===== config.mk =====
export PLATFORM = sky130hd
export DESIGN_NAME = slash_escape_decoder_top
export DESIGN_NICKNAME = d
export VERILOG_FILES = /design/src/sed_pkg.sv /design/src/sed_step.sv /design/src/slash_escape_decoder_top.sv
export SDC_FILE = /design/constraint.sdc
export NUM_CORES = 1
export LEC_CHECK = 0
export BUFFER_PORTS_ARGS = -buffer_cell sky130_fd_sc_hd__buf_2
export CAP_MARGIN = 0
export CORE_MARGIN = 2
export CORE_UTILIZATION = 50
export CTS_BUF_LIST = sky130_fd_sc_hd__clkbuf_16
export DETAILED_ROUTE_END_ITERATION = 16
export GPL_TIMING_DRIVEN = 0
export PLACE_DENSITY_LB_ADDON = 0.2
export SYNTH_ARGS = -nofsm -noshare
export SYNTH_HDL_FRONTEND = slang
export SYNTH_SLANG_ARGS = --single-unit
export TNS_END_PERCENT = 5

===== constraint.sdc =====
create_clock -name clk -period 3.2 [get_ports clk]
set_input_delay 0 -clock clk [delete_from_list [all_inputs] [get_ports clk]]
set_output_delay 0 -clock clk [all_outputs]
set_load 0.05 [all_outputs]

===== src/sed_pkg.sv =====
package sed_pkg;

  localparam int CntW = 12;

  // escape mode, one-hot
  typedef enum logic [4:0] {
    MODE_IDLE  = 5'b00001,
    MODE_SLASH = 5'b00010,
    MODE_HEX1  = 5'b00100,
    MODE_HEX2  = 5'b01000,
    MODE_DROP  = 5'b10000
  } mode_t;

  localparam logic [2:0] ST_OK       = 3'd0;
  localparam logic [2:0] ST_TRAIL    = 3'd1;
  localparam logic [2:0] ST_TRUNC    = 3'd2;
  localparam logic [2:0] ST_BADHEX   = 3'd3;
  localparam logic [2:0] ST_UNKNOWN  = 3'd4;
  localparam logic [2:0] ST_OVERFLOW = 3'd5;

  localparam logic [7:0] CH_SLASH = 8'h2F;

  typedef struct packed {
    logic            vld;
    logic [7:0]      data;
    logic            has_byte;
    logic            eos;
    logic [2:0]      status;
    logic [CntW-1:0] count;
  } res_t;

  // {valid, nibble}
  function automatic logic [4:0] hex_val(input logic [7:0] c);
    logic [4:0] r;
    r = '0;
    if (c >= "0" && c <= "9") begin
      r = {1'b1, 4'(c - "0")};
    end else if (c >= "A" && c <= "F") begin
      r = {1'b1, 4'(c - "A" + 8'd10)};
    end else if (c >= "a" && c <= "f") begin
      r = {1'b1, 4'(c - "a" + 8'd10)};
    end
    return r;
  endfunction

  // {valid, byte} for a one-letter escape
  function automatic logic [8:0] letter_val(input logic [7:0] c);
    logic [8:0] r;
    r = '0;
    case (c) inside
      "n", "N": r = {1'b1, 8'h0A};
      "r", "R": r = {1'b1, 8'h0D};
      "s", "S": r = {1'b1, 8'h20};
      "t", "T": r = {1'b1, 8'h09};
      "m", "M": r = {1'b1, ">"};
      "h", "H": r = {1'b1, "<"};
      "q", "Q": r = {1'b1, "?"};
      "a", "A": r = {1'b1, "*"};
      "d", "D": r = {1'b1, "$"};
      "p", "P": r = {1'b1, "|"};
      "=":      r = {1'b1, "~"};
      "/":      r = {1'b1, "/"};
      "0":      r = {1'b1, 8'h00};
      default:  r = '0;
    endcase
    return r;
  endfunction

endpackage


===== src/sed_step.sv =====
module sed_step #(
  parameter int MAX_LEN = 2048
) (
  input  sed_pkg::mode_t             mode,
  input  logic [3:0]                 nib,
  input  logic [sed_pkg::CntW-1:0]   cnt,
  input  logic [7:0]                 in_char,
  input  logic                       in_fin,
  output sed_pkg::mode_t             mode_nxt,
  output logic [3:0]                 nib_nxt,
  output logic [sed_pkg::CntW-1:0]   cnt_nxt,
  output sed_pkg::res_t              res
);
  import sed_pkg::*;

  localparam logic [CntW-1:0] MaxCnt = CntW'(MAX_LEN);

  logic       do_emit;
  logic [7:0] emit_val;
  logic       do_err;
  logic [2:0] err_st;
  logic       ovf;
  logic [4:0] hv;
  logic [8:0] lv;

  assign hv  = hex_val(in_char);
  assign lv  = letter_val(in_char);
  assign ovf = (cnt >= MaxCnt);

  always_comb begin
    mode_nxt = mode;
    nib_nxt  = nib;
    cnt_nxt  = cnt;
    res      = '0;
    do_emit  = 1'b0;
    emit_val = in_char;
    do_err   = 1'b0;
    err_st   = ST_OK;

    unique case (mode)
      MODE_DROP: begin
        if (in_fin) begin
          mode_nxt = MODE_IDLE;
          nib_nxt  = '0;
          cnt_nxt  = '0;
        end
      end
      MODE_SLASH: begin
        if (in_char == "x" || in_char == "X") begin
          if (in_fin) begin
            do_err = 1'b1;
            err_st = ST_TRUNC;
          end else begin
            mode_nxt = MODE_HEX1;
          end
        end else if (lv[8]) begin
          do_emit  = 1'b1;
          emit_val = lv[7:0];
        end else begin
          do_err = 1'b1;
          err_st = ST_UNKNOWN;
        end
      end
      MODE_HEX1: begin
        if (in_fin) begin
          do_err = 1'b1;
          err_st = ST_TRUNC;
        end else if (hv[4]) begin
          nib_nxt  = hv[3:0];
          mode_nxt = MODE_HEX2;
        end else begin
          do_err = 1'b1;
          err_st = ST_BADHEX;
        end
      end
      MODE_HEX2: begin
        if (hv[4]) begin
          do_emit  = 1'b1;
          emit_val = {nib, hv[3:0]};
        end else begin
          do_err = 1'b1;
          err_st = ST_BADHEX;
        end
      end
      default: begin
        if (in_char == CH_SLASH) begin
          if (in_fin) begin
            do_err = 1'b1;
            err_st = ST_TRAIL;
          end else begin
            mode_nxt = MODE_SLASH;
          end
        end else begin
          do_emit = 1'b1;
        end
      end
    endcase

    // a byte past the buffer size turns into an overflow error
    if (do_emit && ovf) begin
      do_emit = 1'b0;
      do_err  = 1'b1;
      err_st  = ST_OVERFLOW;
    end

    if (do_err) begin
      res.vld    = 1'b1;
      res.eos    = 1'b1;
      res.status = err_st;
      res.count  = (err_st == ST_OVERFLOW) ? MaxCnt : cnt;
      mode_nxt   = MODE_DROP;
    end else if (do_emit) begin
      res.vld      = 1'b1;
      res.data     = emit_val;
      res.has_byte = 1'b1;
      res.eos      = in_fin;
      res.count    = cnt + 1'b1;
      cnt_nxt      = cnt + 1'b1;
      mode_nxt     = MODE_IDLE;
    end

    // close the string
    if ((do_err || do_emit) && in_fin) begin
      mode_nxt = MODE_IDLE;
      nib_nxt  = '0;
      cnt_nxt  = '0;
    end
  end

endmodule


===== src/slash_escape_decoder_top.sv =====
// Path: input register, then decode (a single table step on it), then result register.
// Throughput: one character per cycle while the result register does not stall.
// A character ends in zero or one result; the result register stalls only on out_ready low.
// Reset (synchronous, rst_n low): both stages empty, escape mode idle, nibble and count zero.
module slash_escape_decoder_top #(
  parameter int MAX_LEN = 2048
) (
  input  logic                     clk,
  input  logic                     rst_n,
  input  logic                     in_valid,
  output logic                     in_ready,
  input  logic [7:0]               in_char,
  input  logic                     in_is_final,
  output logic                     out_valid,
  input  logic                     out_ready,
  output logic [7:0]               out_byte,
  output logic                     out_has_byte,
  output logic                     out_end_of_string,
  output logic [2:0]               out_status,
  output logic [sed_pkg::CntW-1:0] out_byte_count
);
  import sed_pkg::*;

  localparam logic [CntW-1:0] MaxCnt = CntW'(MAX_LEN);

  logic            s_vld_r;
  logic [7:0]      s_char_r;
  logic            s_fin_r;
  mode_t           mode_r, mode_nxt;
  logic [3:0]      nib_r, nib_nxt;
  logic [CntW-1:0] cnt_r, cnt_nxt;
  res_t            res;
  res_t            o_r;
  logic            fire;

  // advance the input word when the result slot is free or draining
  assign fire     = s_vld_r && (!o_r.vld || out_ready);
  assign in_ready = !s_vld_r || fire;

  always_ff @(posedge clk) begin
    if (!rst_n) begin
      s_vld_r <= 1'b0;
    end else if (in_ready) begin
      s_vld_r <= in_valid;
    end
  end

  always_ff @(posedge clk) begin
    if (in_ready && in_valid) begin
      s_char_r <= in_char;
      s_fin_r  <= in_is_final;
    end
  end

  sed_step #(
    .MAX_LEN(MAX_LEN)
  ) u_step (
    .mode     (mode_r),
    .nib      (nib_r),
    .cnt      (cnt_r),
    .in_char  (s_char_r),
    .in_fin   (s_fin_r),
    .mode_nxt (mode_nxt),
    .nib_nxt  (nib_nxt),
    .cnt_nxt  (cnt_nxt),
    .res      (res)
  );

  always_ff @(posedge clk) begin
    if (!rst_n) begin
      mode_r <= MODE_IDLE;
      nib_r  <= '0;
      cnt_r  <= '0;
    end else if (fire) begin
      mode_r <= mode_nxt;
      nib_r  <= nib_nxt;
      cnt_r  <= cnt_nxt;
    end
  end

  always_ff @(posedge clk) begin
    if (!rst_n) begin
      o_r <= '0;
    end else if (fire && res.vld) begin
      o_r <= res;
    end else if (out_ready) begin
      o_r.vld <= 1'b0;
    end
  end

  assign out_valid         = o_r.vld;
  assign out_byte          = o_r.data;
  assign out_has_byte      = o_r.has_byte;
  assign out_end_of_string = o_r.eos;
  assign out_status        = o_r.status;
  assign out_byte_count    = o_r.count;

`ifndef SYNTHESIS
  a_err_closes: assert property (@(posedge clk) disable iff (!rst_n)
    out_valid && out_status != ST_OK |-> out_end_of_string && !out_has_byte)
    else $error("error result must close the string without a byte");

  a_count_bound: assert property (@(posedge clk) disable iff (!rst_n)
    out_valid |-> out_byte_count <= MaxCnt)
    else $error("byte count past buffer size");

  a_byte_counted: assert property (@(posedge clk) disable iff (!rst_n)
    out_valid && out_has_byte |-> out_byte_count != '0)
    else $error("decoded byte with zero count");

  a_stage_hold: assert property (@(posedge clk) disable iff (!rst_n)
    s_vld_r && !fire |=> s_vld_r && $stable(s_char_r) && $stable(s_fin_r))
    else $error("stalled input word lost");
`endif

endmodule

==> run_results.csv <==
group,metric,value,unit
worst_setup_path,cp.arrival,3.35,ns
route,ant_nets,0,
route,totalWireLength,10640,um
worst_setup_path,slowest_stage,"edfxtp_1",
cts,clk_latency,0.33,ns
synthesis,synthesis.nets,455,
global_route,grt_max_degree,11,
synthesis,syn-instance-count,435,
place,port_buffers,39,
route,routed.top_layer,"met4",
min_path,hold_class,"input pin to register",
power_and_ir_drop,power,1.952,mW
global_route,grt.total_usage,27.55,%
route,wl_per_cell,17.59,um
route,first_pass_iters,5,
floorplan,die_area,7986,sq um
synthesis,netlist_top_cells_area,"dfxtp_1 (26%), edfxtp_1 (7.4%), a21oi_1 (4.1%)",
synthesis,yosys.area.top_type,"dfxtp_1",
sta,final.setup.worst_slack,0.1027,ns
place,gp_congestion,0.9242,
floorplan,initial_core_util,51.05,%
layout,num-nets-final,521,
sta,slew_viol_final,0,
route,drc,0,
place,dp_hpwl,7524,um
layout,final_util,63.15,%
sta,whs,0.002497,ns
synthesis,async_flop_share,0,%
sta,timing.fmax,322.9,MHz
floorplan,die_h,89.37,um
sta,slew_headroom,46.35,%
worst_setup_path,cp-end-kind,"register",
worst_setup_path,crit_fanout,10,
layout,fillers,667,
cts,numCtsBuffers,9,
route,post_drt_via_cell_ratio,6.167,
layout,syn2layout_area_growth,23.70,%
synthesis,syn_avg_cell_area,8.376,sq um
layout,layout_common_cells,"dfxtp_1 (48), buf_2 (43), nand2_1 (33)",
cts,ctsRootBufferMaster,"clkbuf_16",
worst_setup_path,cp.required,3.46,ns
layout,drive_gt1_share,21.94,%
sta,hold_viol_final,0,
sta,setup_viol,0,
sta,min_period,3.097,ns
outcome,status,"completed",
sta,clock_skew,0.006204,ns
synthesis,yosys_warnings,0,
layout,antenna_cells,0,
floorplan,num_rows,31,
floorplan,die_w,89.37,um
route,routed-wl-met2,4870,um
cts,htreeDepth,3,
sta,worst_pin_slew,0.7935,ns
synthesis,synth_flop_cell,"dfxtp_1",
route,num_vias,3731,
worst_setup_path,worstSetupStartpointType,"register",
global_route,grt_pass1_wl,16900,um
flow_run,cap_violations,0,
global_route,grt_pass1_vias,3373,
worst_setup_path,critPathMaxStageDelay,0.50,ns
layout,final_common_cell,"dfxtp_1",
cts,cts_tree,"done",
global_route,grt_antenna_before_repair,0,
synthesis,ys_ff_latch,57,
synthesis,synth_edf_count,9,
cts,clkTransAtPathRegs,0.05,ns
synthesis,synth.cell_area,3643,sq um
sta,finalCritPeriodShare,96.79,%
route,met3_length,763,um
layout,final_cell_count_no_fill,605,
place,placed_cells,573,
floorplan,coreArea,7137,sq um
place,pre_cts_ws,-0.2700,ns
route,drt-met1-wl,4861,um
cts,numClockSinks,57,
cts,clk_path_buf_depth,2,
worst_setup_path,worstPathCellList,"inv_4 > buf_4 > ha_1 > nor3b_1 > and4bb_1 > clkbuf_4 > nor2_1 > a22oi_2 > a41oi_4 > buf_6 > buf_12 > o211ai_2 > a21oi_1",
worst_setup_path,path_class,"register to register",
synthesis,ys_seq_area_share,33.79,%
global_route,grt_overflow_total,0,
floorplan,num_io_pins,40,
power_and_ir_drop,leakagePower,1.743,nW
synthesis,synth_cell_type_count,81,
power_and_ir_drop,peakVddDrop,325.4,uV
power_and_ir_drop,p_per_area,433.1,nW/um^2
synthesis,yosysTopAreaCellShare,26.37,%
route,drtIter0Drc,381,
[cell type report]
type                       instances  area [sq um]  area share, %
buffer                            26         162.7          3.609
clock buffer                      10         250.2          5.552
tap                               99         123.9          2.748
multi-input combinational        338          2290          50.81
timing repair buffer              57         369.1          8.190
sequential                        57          1231          27.32
inverter                          12         47.55          1.055
clock inverter                     6         32.53         0.7218
[worst max-delay path: cells and delay by family, from the launching register on]
family                     cells  cell delay (ns)
DFF                            1             0.50
buffers and inverters          5             0.75
AOI/OAI and AO/OA              4             0.74
and+or+nand+nor                3             0.85
adders and majority gates      1             0.17
[where the power goes]
part	total (mW)	internal (mW)	switching, mW
Sequential	0.776	0.756	0.0197
Combinational	0.273	0.0944	0.179
Clock	0.902	0.562	0.340
[state kept, by name, summed over array words and instances, names as in the netlist]
signal,cells
out_valid,1
out_byte_count,12
cnt_r,12
out_status,3
s_char_r,8
out_has_byte,1
nib_r,4
s_vld_r,1
out_byte,8
out_end_of_string,1
mode_r,5
s_fin_r,1
[final timing paths]
kind                                                from                       end  slack, ns  depth (start not counted)
worst max register to register     s_char_r[0]$_DFFE_PP_  out_byte[5]$_SDFFE_PN0P_       0.10                         13
worst min register to register  out_byte[3]$_SDFFE_PN0P_  out_byte[3]$_SDFFE_PN0P_       0.47                          2
worst min-delay path                           out_ready    out_valid$_SDFFE_PN0P_      0.002                          4
worst max-delay path               s_char_r[0]$_DFFE_PP_  out_byte[5]$_SDFFE_PN0P_       0.10                         13
[logic make-up after synthesis]
group | Yosys count | synth area share (%)
fa+ha+maj | 7 | 2.404
buf+inv | 40 | 5.838
xor+xnor | 3 | 0.7213
compound gates | 154 | 30.73
flops | 57 | 33.79
mux | 3 | 0.9614
simple gates | 171 | 25.55
[cell usage after synthesis, drive strengths merged, types with 2 or more instances]
library cell / n
a32o: 2
a21boi: 4
and4b: 2
xor2: 2
o22ai: 4
a32oi: 2
o31ai: 5
a31oi: 6
nand3: 28
a22oi: 6
buf: 15
a22o: 2
nand2b: 17
clkbuf: 13
nor4: 4
mux2i: 2
nor2: 29
o21a: 2
nand4bb: 2
nor3: 16
ha: 7
o21ai: 35
and3: 5
edfxtp: 9
nand4: 3
nor3b: 5
dfxtp: 48
and2: 6
o311ai: 2
inv: 11
a21oi: 33
nor2b: 4
a2111oi: 5
o211ai: 12
o2bb2ai: 4
a211oi: 11
or3: 4
nand2: 33
or2: 2
o21bai: 2
or4: 2
a21o: 7
o211a: 2
[repair_timing]
action                     in CTS  in global routing
resized for setup               5                 21
hold buffers                   10                  0
pin swaps                       1                  4
setup buffers                   3                  4
setup endpoints to repair      44                 44
hold endpoints to repair       10                  0
gates cloned                    0                  1
[metal layers]
layer | vias to the layer above | global-route usage [%]
met5 | - | 0
met4 | 0 | 9.091
met3 | 15 | 5.263
met2 | 173 | 41.55
met1 | 1758 | 39.57
li1 | 1785 | -
[stage by stage]
step / area (sq um) / TNS (ns)
2_1_floorplan: 3643 / 0
3_5_place_dp: 3963 / -7.775
5_1_grt: 4507 / -0.4513
4_1_cts: 4395 / 0
6_report: 4507 / 0
3_3_place_gp: 3963 / -6.854
Power figures use the tool's default switching activity.
